File: config.mk
export PLATFORM = sky130hd
export DESIGN_NAME = joystick_axis_autocalibrator_core_flat
export DESIGN_NICKNAME = d
export VERILOG_FILES = /design/src/design/jaac_pkg.sv /design/src/design/jaac_req_if.sv /design/src/design/jaac_rsp_if.sv /design/src/design/jaac_ctrl.sv /design/src/design/jaac_datapath.sv /design/src/design/joystick_axis_autocalibrator_core.sv /design/src/flat_wrapper.sv
export VERILOG_INCLUDE_DIRS = /design/src /design/src/design
export SDC_FILE = /design/constraint.sdc
export NUM_CORES = 1
export LEC_CHECK = 0
export BUFFER_PORTS_ARGS = -buffer_cell sky130_fd_sc_hd__buf_2
export CAP_MARGIN = 20
export CELL_PAD_IN_SITES_DETAIL_PLACEMENT = 1
export CELL_PAD_IN_SITES_GLOBAL_PLACEMENT = 2
export CORE_MARGIN = 1
export CORE_UTILIZATION = 39
export DETAILED_ROUTE_END_ITERATION = 6
export PLACE_DENSITY = 0.89
export SLEW_MARGIN = 20
export SYNTH_ARGS = -nofsm -noshare
export SYNTH_HDL_FRONTEND = slang
export SYNTH_SLANG_ARGS = --single-unit
File: constraint.sdc
create_clock -name clock -period 5 [get_ports clock]
set_input_delay 0.25 -clock clock [delete_from_list [all_inputs] [get_ports clock]]
set_output_delay 0.25 -clock clock [all_outputs]
set_load 0.02 [all_outputs]
File: src/design/joystick_axis_autocalibrator_core_assert.svh
`ifndef JOYSTICK_AXIS_AUTOCALIBRATOR_CORE_ASSERT_SVH
`define JOYSTICK_AXIS_AUTOCALIBRATOR_CORE_ASSERT_SVH

// same-cycle implication, sampled on clock, off during reset
`define JAAC_ASSERT_NOW(lbl, ante, cons) \
   lbl: assert property (@(posedge clock) disable iff (reset) (ante) |-> (cons)) \
      else $error("%m: check failed");

// next-cycle implication, sampled on clock, off during reset
`define JAAC_ASSERT_NEXT(lbl, ante, cons) \
   lbl: assert property (@(posedge clock) disable iff (reset) (ante) |=> (cons)) \
      else $error("%m: check failed");

`endif

File: src/design/jaac_pkg.sv
package jaac_pkg;

   localparam int RAW_W       = 12;
   localparam int CFG_W       = 12;
   localparam int OUT_W       = 16;
   localparam int SPAN_W      = RAW_W + 1;
   localparam int SCALE_SHIFT = 16;
   localparam int DIVIDEND_W  = RAW_W + SCALE_SHIFT;
   localparam int DIV_CNT_W   = $clog2(DIVIDEND_W);
   localparam int CSR_ADDR_W  = 3;
   localparam int CSR_DATA_W  = 32;

   localparam logic [CFG_W-1:0] CALIB_SPAN_RESET = CFG_W'(20);
   localparam logic [CFG_W-1:0] MIN_RANGE_RESET  = CFG_W'(10);

   localparam logic [DIVIDEND_W-1:0] POS_LIMIT = DIVIDEND_W'(2 ** (OUT_W - 1) - 1);
   localparam logic [DIVIDEND_W-1:0] NEG_LIMIT = DIVIDEND_W'(2 ** (OUT_W - 1));

   typedef enum logic [2:0] {
      ST_IDLE,
      ST_UPDATE,
      ST_PREP,
      ST_DIVIDE,
      ST_FINISH
   } ctrl_state_type;

   typedef enum logic [0:0] {
      REG_CALIB_SPAN = 1'b0,
      REG_MIN_RANGE  = 1'b1
   } csr_index_type;

   typedef struct packed {
      logic idle;
      logic update;
      logic prep;
      logic div_step;
      logic finish;
   } dp_cmd_type;

   typedef struct packed {
      logic req_fire;
      logic req_timed_out;
      logic div_last;
      logic out_busy;
   } dp_status_type;

endpackage

File: src/design/jaac_req_if.sv
interface jaac_req_if;
   import jaac_pkg::*;

   logic             valid;
   logic             ready;
   logic             axis_select;
   logic [RAW_W-1:0] raw_count;
   logic             timed_out;

   modport source (output valid, output axis_select, output raw_count, output timed_out,
                   input ready);
   modport sink (input valid, input axis_select, input raw_count, input timed_out,
                 output ready);
endinterface

File: src/design/jaac_rsp_if.sv
interface jaac_rsp_if;
   import jaac_pkg::*;

   logic                    valid;
   logic                    ready;
   logic signed [OUT_W-1:0] axis_value;
   logic                    is_calibrated;

   modport source (output valid, output axis_value, output is_calibrated, input ready);
   modport sink (input valid, input axis_value, input is_calibrated, output ready);
endinterface

File: src/design/jaac_ctrl.sv
module jaac_ctrl (
   input  logic                    clock,
   input  logic                    reset,
   input  jaac_pkg::dp_status_type status,
   output jaac_pkg::dp_cmd_type    cmd
);
   import jaac_pkg::*;

   ctrl_state_type state_ff;
   ctrl_state_type state_in;

   always_ff @(posedge clock) begin
      if (reset) begin
         state_ff <= ST_IDLE;
      end else begin
         state_ff <= state_in;
      end
   end

   always_comb begin
      state_in = state_ff;
      case (state_ff)
         ST_IDLE: begin
            if (status.req_fire) begin
               state_in = status.req_timed_out ? ST_FINISH : ST_UPDATE;
            end
         end
         ST_UPDATE: begin
            state_in = ST_PREP;
         end
         ST_PREP: begin
            state_in = ST_DIVIDE;
         end
         ST_DIVIDE: begin
            if (status.div_last) begin
               state_in = ST_FINISH;
            end
         end
         ST_FINISH: begin
            if (!status.out_busy) begin
               state_in = ST_IDLE;
            end
         end
         default: begin
            state_in = ST_IDLE;
         end
      endcase
   end

   always_comb begin
      cmd = '0;
      case (state_ff)
         ST_IDLE:   cmd.idle     = 1'b1;
         ST_UPDATE: cmd.update   = 1'b1;
         ST_PREP:   cmd.prep     = 1'b1;
         ST_DIVIDE: cmd.div_step = 1'b1;
         ST_FINISH: cmd.finish   = !status.out_busy;
         default:   cmd          = '0;
      endcase
   end

endmodule

File: src/design/jaac_datapath.sv
`include "joystick_axis_autocalibrator_core_assert.svh"

module jaac_datapath (
   input  logic                          clock,
   input  logic                          reset,
   jaac_req_if.sink                      req_chan,
   jaac_rsp_if.source                    rsp_chan,
   input  logic [jaac_pkg::CFG_W-1:0]    calib_span,
   input  logic [jaac_pkg::CFG_W-1:0]    min_range,
   input  jaac_pkg::dp_cmd_type          cmd,
   output jaac_pkg::dp_status_type       status
);
   import jaac_pkg::*;

   logic                  axis_ff;
   logic [RAW_W-1:0]      raw_ff;
   logic                  tout_ff;

   logic [RAW_W-1:0]      min_ff    [2];
   logic [RAW_W-1:0]      max_ff    [2];
   logic [RAW_W-1:0]      center_ff [2];
   logic                  flag_ff;

   logic [RAW_W-1:0]      range_ff;
   logic                  neg_ff;
   logic [DIVIDEND_W-1:0] quo_ff;
   logic [RAW_W-1:0]      rem_ff;
   logic [DIV_CNT_W-1:0]  cnt_ff;

   logic                  rsp_valid_ff;
   logic [OUT_W-1:0]      rsp_value_ff;
   logic                  rsp_flag_ff;

   logic signed [SPAN_W-1:0] span0;
   logic signed [SPAN_W-1:0] span1;
   logic signed [SPAN_W-1:0] span_sel;
   logic signed [SPAN_W-1:0] calib_span_s;
   logic [CFG_W-1:0]         floor_val;
   logic [RAW_W-1:0]         range_in;
   logic signed [SPAN_W-1:0] centered;
   logic [RAW_W-1:0]         mag;
   logic [DIVIDEND_W-1:0]    dividend;
   logic [RAW_W:0]           trial;
   logic [RAW_W:0]           trial_sub;
   logic                     trial_ge;
   logic [OUT_W-1:0]         clamped;

   assign req_chan.ready = cmd.idle;

   assign status.req_fire      = req_chan.valid && cmd.idle;
   assign status.req_timed_out = req_chan.timed_out;
   assign status.div_last      = cnt_ff == DIV_CNT_W'(DIVIDEND_W - 1);
   assign status.out_busy      = rsp_valid_ff && !rsp_chan.ready;

   assign span0        = $signed({1'b0, max_ff[0]}) - $signed({1'b0, min_ff[0]});
   assign span1        = $signed({1'b0, max_ff[1]}) - $signed({1'b0, min_ff[1]});
   assign span_sel     = axis_ff ? span1 : span0;
   assign calib_span_s = $signed({1'b0, calib_span});
   assign floor_val    = (min_range == '0) ? CFG_W'(1) : min_range;
   assign range_in     = (span_sel < $signed({1'b0, floor_val})) ? floor_val
                                                                  : span_sel[RAW_W-1:0];
   assign centered     = $signed({1'b0, raw_ff}) - $signed({1'b0, center_ff[axis_ff]});
   assign mag          = centered[SPAN_W-1] ? RAW_W'(-centered) : centered[RAW_W-1:0];
   // mag * 65535 == (mag << 16) - mag
   assign dividend     = {mag, SCALE_SHIFT'(0)} - DIVIDEND_W'(mag);

   assign trial     = {rem_ff, quo_ff[DIVIDEND_W-1]};
   assign trial_sub = trial - {1'b0, range_ff};
   assign trial_ge  = trial >= {1'b0, range_ff};

   always_comb begin
      if (neg_ff) begin
         clamped = (quo_ff > NEG_LIMIT) ? NEG_LIMIT[OUT_W-1:0]
                                        : (~quo_ff[OUT_W-1:0] + OUT_W'(1));
      end else begin
         clamped = (quo_ff > POS_LIMIT) ? POS_LIMIT[OUT_W-1:0] : quo_ff[OUT_W-1:0];
      end
   end

   always_ff @(posedge clock) begin
      if (status.req_fire) begin
         axis_ff <= req_chan.axis_select;
         raw_ff  <= req_chan.raw_count;
         tout_ff <= req_chan.timed_out;
      end
   end

   always_ff @(posedge clock) begin
      if (reset) begin
         for (int i = 0; i < 2; i++) begin
            min_ff[i]    <= '1;
            max_ff[i]    <= '0;
            center_ff[i] <= '0;
         end
         flag_ff <= 1'b0;
      end else begin
         if (cmd.update) begin
            if (raw_ff < min_ff[axis_ff]) begin
               min_ff[axis_ff] <= raw_ff;
            end
            if (raw_ff > max_ff[axis_ff]) begin
               max_ff[axis_ff] <= raw_ff;
            end
            if (!flag_ff) begin
               center_ff[axis_ff] <= raw_ff;
            end
         end
         if (cmd.prep && ((span0 > calib_span_s) || (span1 > calib_span_s))) begin
            flag_ff <= 1'b1;
         end
      end
   end

   always_ff @(posedge clock) begin
      if (cmd.prep) begin
         range_ff <= range_in;
         neg_ff   <= centered[SPAN_W-1];
         quo_ff   <= dividend;
         rem_ff   <= '0;
         cnt_ff   <= '0;
      end else if (cmd.div_step) begin
         rem_ff <= trial_ge ? trial_sub[RAW_W-1:0] : trial[RAW_W-1:0];
         quo_ff <= {quo_ff[DIVIDEND_W-2:0], trial_ge};
         cnt_ff <= cnt_ff + DIV_CNT_W'(1);
      end
   end

   always_ff @(posedge clock) begin
      if (reset) begin
         rsp_valid_ff <= 1'b0;
      end else if (cmd.finish) begin
         rsp_valid_ff <= 1'b1;
      end else if (rsp_chan.ready) begin
         rsp_valid_ff <= 1'b0;
      end
   end

   always_ff @(posedge clock) begin
      if (cmd.finish) begin
         rsp_value_ff <= tout_ff ? '0 : clamped;
         rsp_flag_ff  <= flag_ff;
      end
   end

   assign rsp_chan.valid         = rsp_valid_ff;
   assign rsp_chan.axis_value    = $signed(rsp_value_ff);
   assign rsp_chan.is_calibrated = rsp_flag_ff;

   `JAAC_ASSERT_NEXT(a_flag_sticky, flag_ff, flag_ff)
   `JAAC_ASSERT_NOW(a_range_nonzero, cmd.div_step, range_ff != '0)
   `JAAC_ASSERT_NOW(a_rem_below_range, cmd.div_step, rem_ff < range_ff)
   `JAAC_ASSERT_NEXT(a_finish_loads_rsp, cmd.finish, rsp_valid_ff && rsp_flag_ff == $past(flag_ff))

endmodule

File: src/design/joystick_axis_autocalibrator_core.sv
// Two-axis gameport calibrator. Each transfer on req_chan carries one raw pulse count
// for axis X or Y; each yields one transfer on rsp_chan with the signed position
// (raw - center) * 65535 / range, truncated toward zero and clamped to 16 bits, plus
// the calibrated flag. Timed-out samples return 0 and leave calibration state alone.
// A normal sample runs update, prepare, 28 steps of the restoring divider, output load
// and return to idle; a timed-out sample skips to output load. The result sits in an
// output register, so a new sample is accepted while it waits. Registers: calib_span
// at 0x0, min_range at 0x4; the user must write them only while idle (not enforced).
module joystick_axis_autocalibrator_core (
   input  logic                              clock,
   input  logic                              reset,
   jaac_req_if.sink                          req_chan,
   jaac_rsp_if.source                        rsp_chan,
   input  logic                              psel,
   input  logic                              penable,
   input  logic                              pwrite,
   input  logic [jaac_pkg::CSR_ADDR_W-1:0]   paddr,
   input  logic [jaac_pkg::CSR_DATA_W-1:0]   pwdata,
   output logic [jaac_pkg::CSR_DATA_W-1:0]   prdata,
   output logic                              pready
);
   import jaac_pkg::*;

   logic [CFG_W-1:0] calib_span_ff;
   logic [CFG_W-1:0] min_range_ff;
   csr_index_type    csr_index;
   dp_cmd_type       cmd;
   dp_status_type    status;

   assign pready    = 1'b1;
   assign csr_index = csr_index_type'(paddr[2]);

   always_ff @(posedge clock) begin
      if (reset) begin
         calib_span_ff <= CALIB_SPAN_RESET;
         min_range_ff  <= MIN_RANGE_RESET;
      end else if (psel && penable && pwrite && pready) begin
         case (csr_index)
            REG_CALIB_SPAN: calib_span_ff <= pwdata[CFG_W-1:0];
            REG_MIN_RANGE:  min_range_ff  <= pwdata[CFG_W-1:0];
            default: ;
         endcase
      end
   end

   always_comb begin
      case (csr_index)
         REG_CALIB_SPAN: prdata = CSR_DATA_W'(calib_span_ff);
         REG_MIN_RANGE:  prdata = CSR_DATA_W'(min_range_ff);
         default:        prdata = '0;
      endcase
   end

   jaac_ctrl u_ctrl (
      .clock  (clock),
      .reset  (reset),
      .status (status),
      .cmd    (cmd)
   );

   jaac_datapath u_datapath (
      .clock      (clock),
      .reset      (reset),
      .req_chan   (req_chan),
      .rsp_chan   (rsp_chan),
      .calib_span (calib_span_ff),
      .min_range  (min_range_ff),
      .cmd        (cmd),
      .status     (status)
   );

endmodule
File: src/flat_wrapper.sv
// flat-port wrapper written by rule: the top's interface ports become plain ports
module joystick_axis_autocalibrator_core_flat import jaac_pkg::*;
  (clock, reset, psel, penable, pwrite, paddr, pwdata, prdata, pready, req_chan_valid, req_chan_axis_select, req_chan_raw_count, req_chan_timed_out, req_chan_ready, rsp_chan_valid, rsp_chan_axis_value, rsp_chan_is_calibrated, rsp_chan_ready);
  jaac_req_if req_chan_i ();
  jaac_rsp_if rsp_chan_i ();
  input  logic clock;
  input  logic reset;
  input  logic psel;
  input  logic penable;
  input  logic pwrite;
  input  logic [jaac_pkg::CSR_ADDR_W-1:0] paddr;
  input  logic [jaac_pkg::CSR_DATA_W-1:0] pwdata;
  output logic [jaac_pkg::CSR_DATA_W-1:0] prdata;
  output logic pready;
  input wire logic [$bits(req_chan_i.valid)-1:0] req_chan_valid;
  input wire logic [$bits(req_chan_i.axis_select)-1:0] req_chan_axis_select;
  input wire logic [$bits(req_chan_i.raw_count)-1:0] req_chan_raw_count;
  input wire logic [$bits(req_chan_i.timed_out)-1:0] req_chan_timed_out;
  output wire logic [$bits(req_chan_i.ready)-1:0] req_chan_ready;
  output wire logic [$bits(rsp_chan_i.valid)-1:0] rsp_chan_valid;
  output wire logic [$bits(rsp_chan_i.axis_value)-1:0] rsp_chan_axis_value;
  output wire logic [$bits(rsp_chan_i.is_calibrated)-1:0] rsp_chan_is_calibrated;
  input wire logic [$bits(rsp_chan_i.ready)-1:0] rsp_chan_ready;
  assign req_chan_i.valid = req_chan_valid;
  assign req_chan_i.axis_select = req_chan_axis_select;
  assign req_chan_i.raw_count = req_chan_raw_count;
  assign req_chan_i.timed_out = req_chan_timed_out;
  assign req_chan_ready = req_chan_i.ready;
  assign rsp_chan_valid = rsp_chan_i.valid;
  assign rsp_chan_axis_value = rsp_chan_i.axis_value;
  assign rsp_chan_is_calibrated = rsp_chan_i.is_calibrated;
  assign rsp_chan_i.ready = rsp_chan_ready;
  joystick_axis_autocalibrator_core u_core (.clock(clock), .reset(reset), .req_chan(req_chan_i), .rsp_chan(rsp_chan_i), .psel(psel), .penable(penable), .pwrite(pwrite), .paddr(paddr), .pwdata(pwdata), .prdata(prdata), .pready(pready));
endmodule
==> results.py <==
metrics = {
    "run_status": {
        "status": "complete, no violations",
    },
    "floorplanning": {
        "fp.dieH_um": 182,
        "fp.dieW_um": 182,
        "floorplan.initialDensity": 0.398,
        "core_area_um2": 31600,
        "dieArea_um2": 33000,
        "placementRows": 65,
        "pin_count": 108,
    },
    "placed_design": {
        "dp_slack_ns": 0.443,
        "gp_congestion": 0.806,
        "dpl.cell_count": 1714,
        "io_buffers": 64,
        "dpl.hpwl_um": 25100,
        "place_area_um2": 13300,
    },
    "cells_and_area": {
        "final_cell_area_um2": 14000,
        "layout_common_cells": "edfxtp_1, nand2_1, ha_1",
        "multi_input_comb_area_um2": 6760,
        "layout.nets": 1516,
        "fin_util": 0.443,
        "area_growth_pct": 11.2,
        "antennaDiodeCount": 0,
        "drive_gt1_frac": 0.134,
        "final_common_cell": "edfxtp_1",
        "ff_latch_area_um2": 5270,
        "nFillCells": 3557,
        "stdcell_count": 1761,
    },
    "sta": {
        "holdWs_ns": 0.0296,
        "finalSetupViolCount": 0,
        "fin_crit_ns": 4.59,
        "period_share": 0.918,
        "tightestPinTransition_ns": 1.02,
        "relSlewSlack": 0.316,
        "final.setup.tns_ns": 0,
        "skew_ns": 0.0193,
        "hold_viol_final": 0,
        "max_clock_freq_mhz": 218,
        "rsz0062_at_grt": "false",
        "timing.final.max_slew_violations": 0,
        "layout_setup_ws_ns": 0.409,
    },
    "yosys": {
        "ys_types": 77,
        "synth_flop_cell": "edfxtp_1",
        "netlist_instances": 1278,
        "ys_seq_area_frac": 0.418,
        "async_reset_ff_frac": 0,
        "ys_ff_latch": 191,
        "syn_area_per_cell_um2": 9.86,
        "yosysWarnings": 0,
        "synth_edf_count": 144,
        "synth.cell_area_um2": 12600,
    },
    "routing": {
        "first_pass_iters": 5,
        "routedWlPerCell_um": 18.7,
        "finalWirelength_um": 32900,
        "drc": 0,
        "ant_nets": 0,
        "vias_per_cell": 5.41,
        "drtIter0Drc": 386,
        "vias": 9519,
    },
    "clock_tree": {
        "clk_latency_ns": 0.47,
        "tritoncts": "done",
        "root_buffer": "clkbuf_16",
        "cts_made_buffers": 17,
        "clockBufferDepth": 2,
        "cts_resized": 0,
        "ctsHoldBuffers": 15,
        "clk_pin_slew_ns": 0.09,
        "clock-sinks": 191,
        "htreeDepth": 4,
        "post_cts_buffers": 0,
    },
    "critical_path": {
        "worstPathRequired_ns": 5.21,
        "critPathArrivalTime_ns": 4.80,
        "crit_path_end_kind": "flip-flop",
        "crit_fanout": 12,
        "critPathLaunchType": "flip-flop",
        "crit_type": "flip-flop to flip-flop",
    },
    "run": {
        "maxCapViolations": 0,
    },
    "global_route": {
        "grt_max_degree": 37,
        "antenna_found_initial": 0,
        "grt_pass1_wl_um": 52900,
        "grt_pass1_vias": 9835,
        "grt.total_usage": 0.206,
        "grt-ovfl-total": 0,
    },
    "power": {
        "leakage_nw": 5.90,
        "powerDensity_nw_per_um2": 369,
        "total_power_mw": 5.17,
        "ir_drop_v": 0.000315,
    },
    "hold_path": {
        "hp-class": "input pin to flip-flop",
    },
}
worst paths after layout:
kind                                                startpoint                       endpoint  slack [ns]  cells after the start
worst max-delay path            u_core.u_datapath.max_ff[0][0]  u_core.u_datapath.range_ff[7]        0.41                     20
worst min-delay path                                 pwdata[1]         u_core.min_range_ff[1]        0.03                      2
worst max register to register  u_core.u_datapath.max_ff[0][0]  u_core.u_datapath.range_ff[7]        0.41                     20
worst min register to register         u_core.calib_span_ff[6]        u_core.calib_span_ff[6]        0.46                      2
logic make-up (layout without fill, tap and decap cells):
kind of cell	after synthesis	after routing	synth area share
buffers and inverters	151	213	0.0518
AND/OR/NAND/NOR	408	408	0.168
other	2	21	0.000596
AO/OA/AOI/OAI	278	278	0.142
flip-flops	191	191	0.418
XOR/XNOR	55	55	0.0382
adder cells (fa/ha/maj)	114	114	0.116
multiplexers	79	79	0.0655
power breakdown:
group / switching [mW] / internal, mW / total (mW)
registers: 0.139 / 1.89 / 2.03
logic: 1.08 / 0.720 / 1.80
clock network: 0.672 / 0.669 / 1.34
worst max-delay path, cell delays in order, from the launching register on:
cell	delay, ns
edfxtp_1	0.38
inv_1	0.08
ha_1	0.16
inv_1	0.05
fa_1	0.39
a21o_1	0.17
a21oi_1	0.26
o21bai_1	0.10
a21oi_1	0.23
xnor2_1	0.14
mux2_2	0.32
ha_1	0.32
a21oi_1	0.16
nor2b_1	0.06
o21ai_0	0.18
nand2b_1	0.07
a2111oi_0	0.38
o21ai_0	0.17
nand4_1	0.11
buf_4	0.22
mux2_2	0.36
flip-flops by register name (all words and copies together), names as in the netlist, named ones only:
| signal | cells |
|---|---|
| u_core.u_datapath.axis_ff | 1 |
| u_core.u_datapath.raw_ff | 12 |
| u_core.u_ctrl.state_ff | 3 |
| u_core.u_datapath.rsp_chan.is_calibrated | 1 |
| u_core.u_datapath.quo_ff | 28 |
| u_core.u_datapath.flag_ff | 1 |
| u_core.u_datapath.rsp_chan.axis_value | 16 |
| u_core.u_datapath.range_ff | 12 |
| u_core.u_datapath.neg_ff | 1 |
| u_core.min_range_ff | 12 |
| u_core.u_datapath.tout_ff | 1 |
| u_core.u_datapath.min_ff | 24 |
| u_core.u_datapath.cnt_ff | 5 |
| u_core.u_datapath.center_ff | 24 |
| u_core.calib_span_ff | 12 |
| u_core.u_datapath.max_ff | 24 |
| u_core.u_datapath.rem_ff | 12 |
| u_core.u_datapath.rsp_chan.valid | 1 |
cells in the mapped netlist, types with 5 or more instances:
master     number  area [um^2]
a2111oi_0       5         43.8
a211o_1         7         61.3
a211oi_1        5         37.5
a21o_1         24          180
a21oi_1        72          360
a22o_1          6         52.6
a311oi_1        9         78.8
a31oi_1        15         93.8
and2_1         44          275
and3_1         18          113
buf_1           5         18.8
buf_2           5         25.0
buf_4          21          158
clkbuf_1       35          131
dfxtp_1        47          941
edfxtp_1      144         4320
ha_1          110         1380
inv_1          84          315
mux2_2         27          304
mux2i_1        52          521
nand2_1       122          458
nand2b_1       26          163
nand3_1        17         85.1
nand4_1        16          100
nor2_1         61          229
nor2b_1        14         87.6
nor3_1         20          100
nor4_1         12         75.1
o21a_1         14          105
o21ai_0        74          370
o21bai_1        5         37.5
o31ai_1         7         52.6
or2_2          20          125
or3_1          12         75.1
xnor2_1        31          272
xor2_1         24          210
metal layers:
metal | GRT usage | part of all wire
met5 | 0 | 0
met1 | 0.271 | 0.48
met4 | 0.0627 | 0.016
met3 | 0.0345 | 0.027
met2 | 0.348 | 0.48
final cells by class:
cell class / count / share of cell area
clock inverter: 13 / 0.00857
timing repair buffer: 96 / 0.0427
inverter: 85 / 0.0228
tap: 402 / 0.0359
sequential: 191 / 0.376
multi-input combinational: 955 / 0.483
clock buffer: 19 / 0.0316
Power figures use the tool's default switching activity.
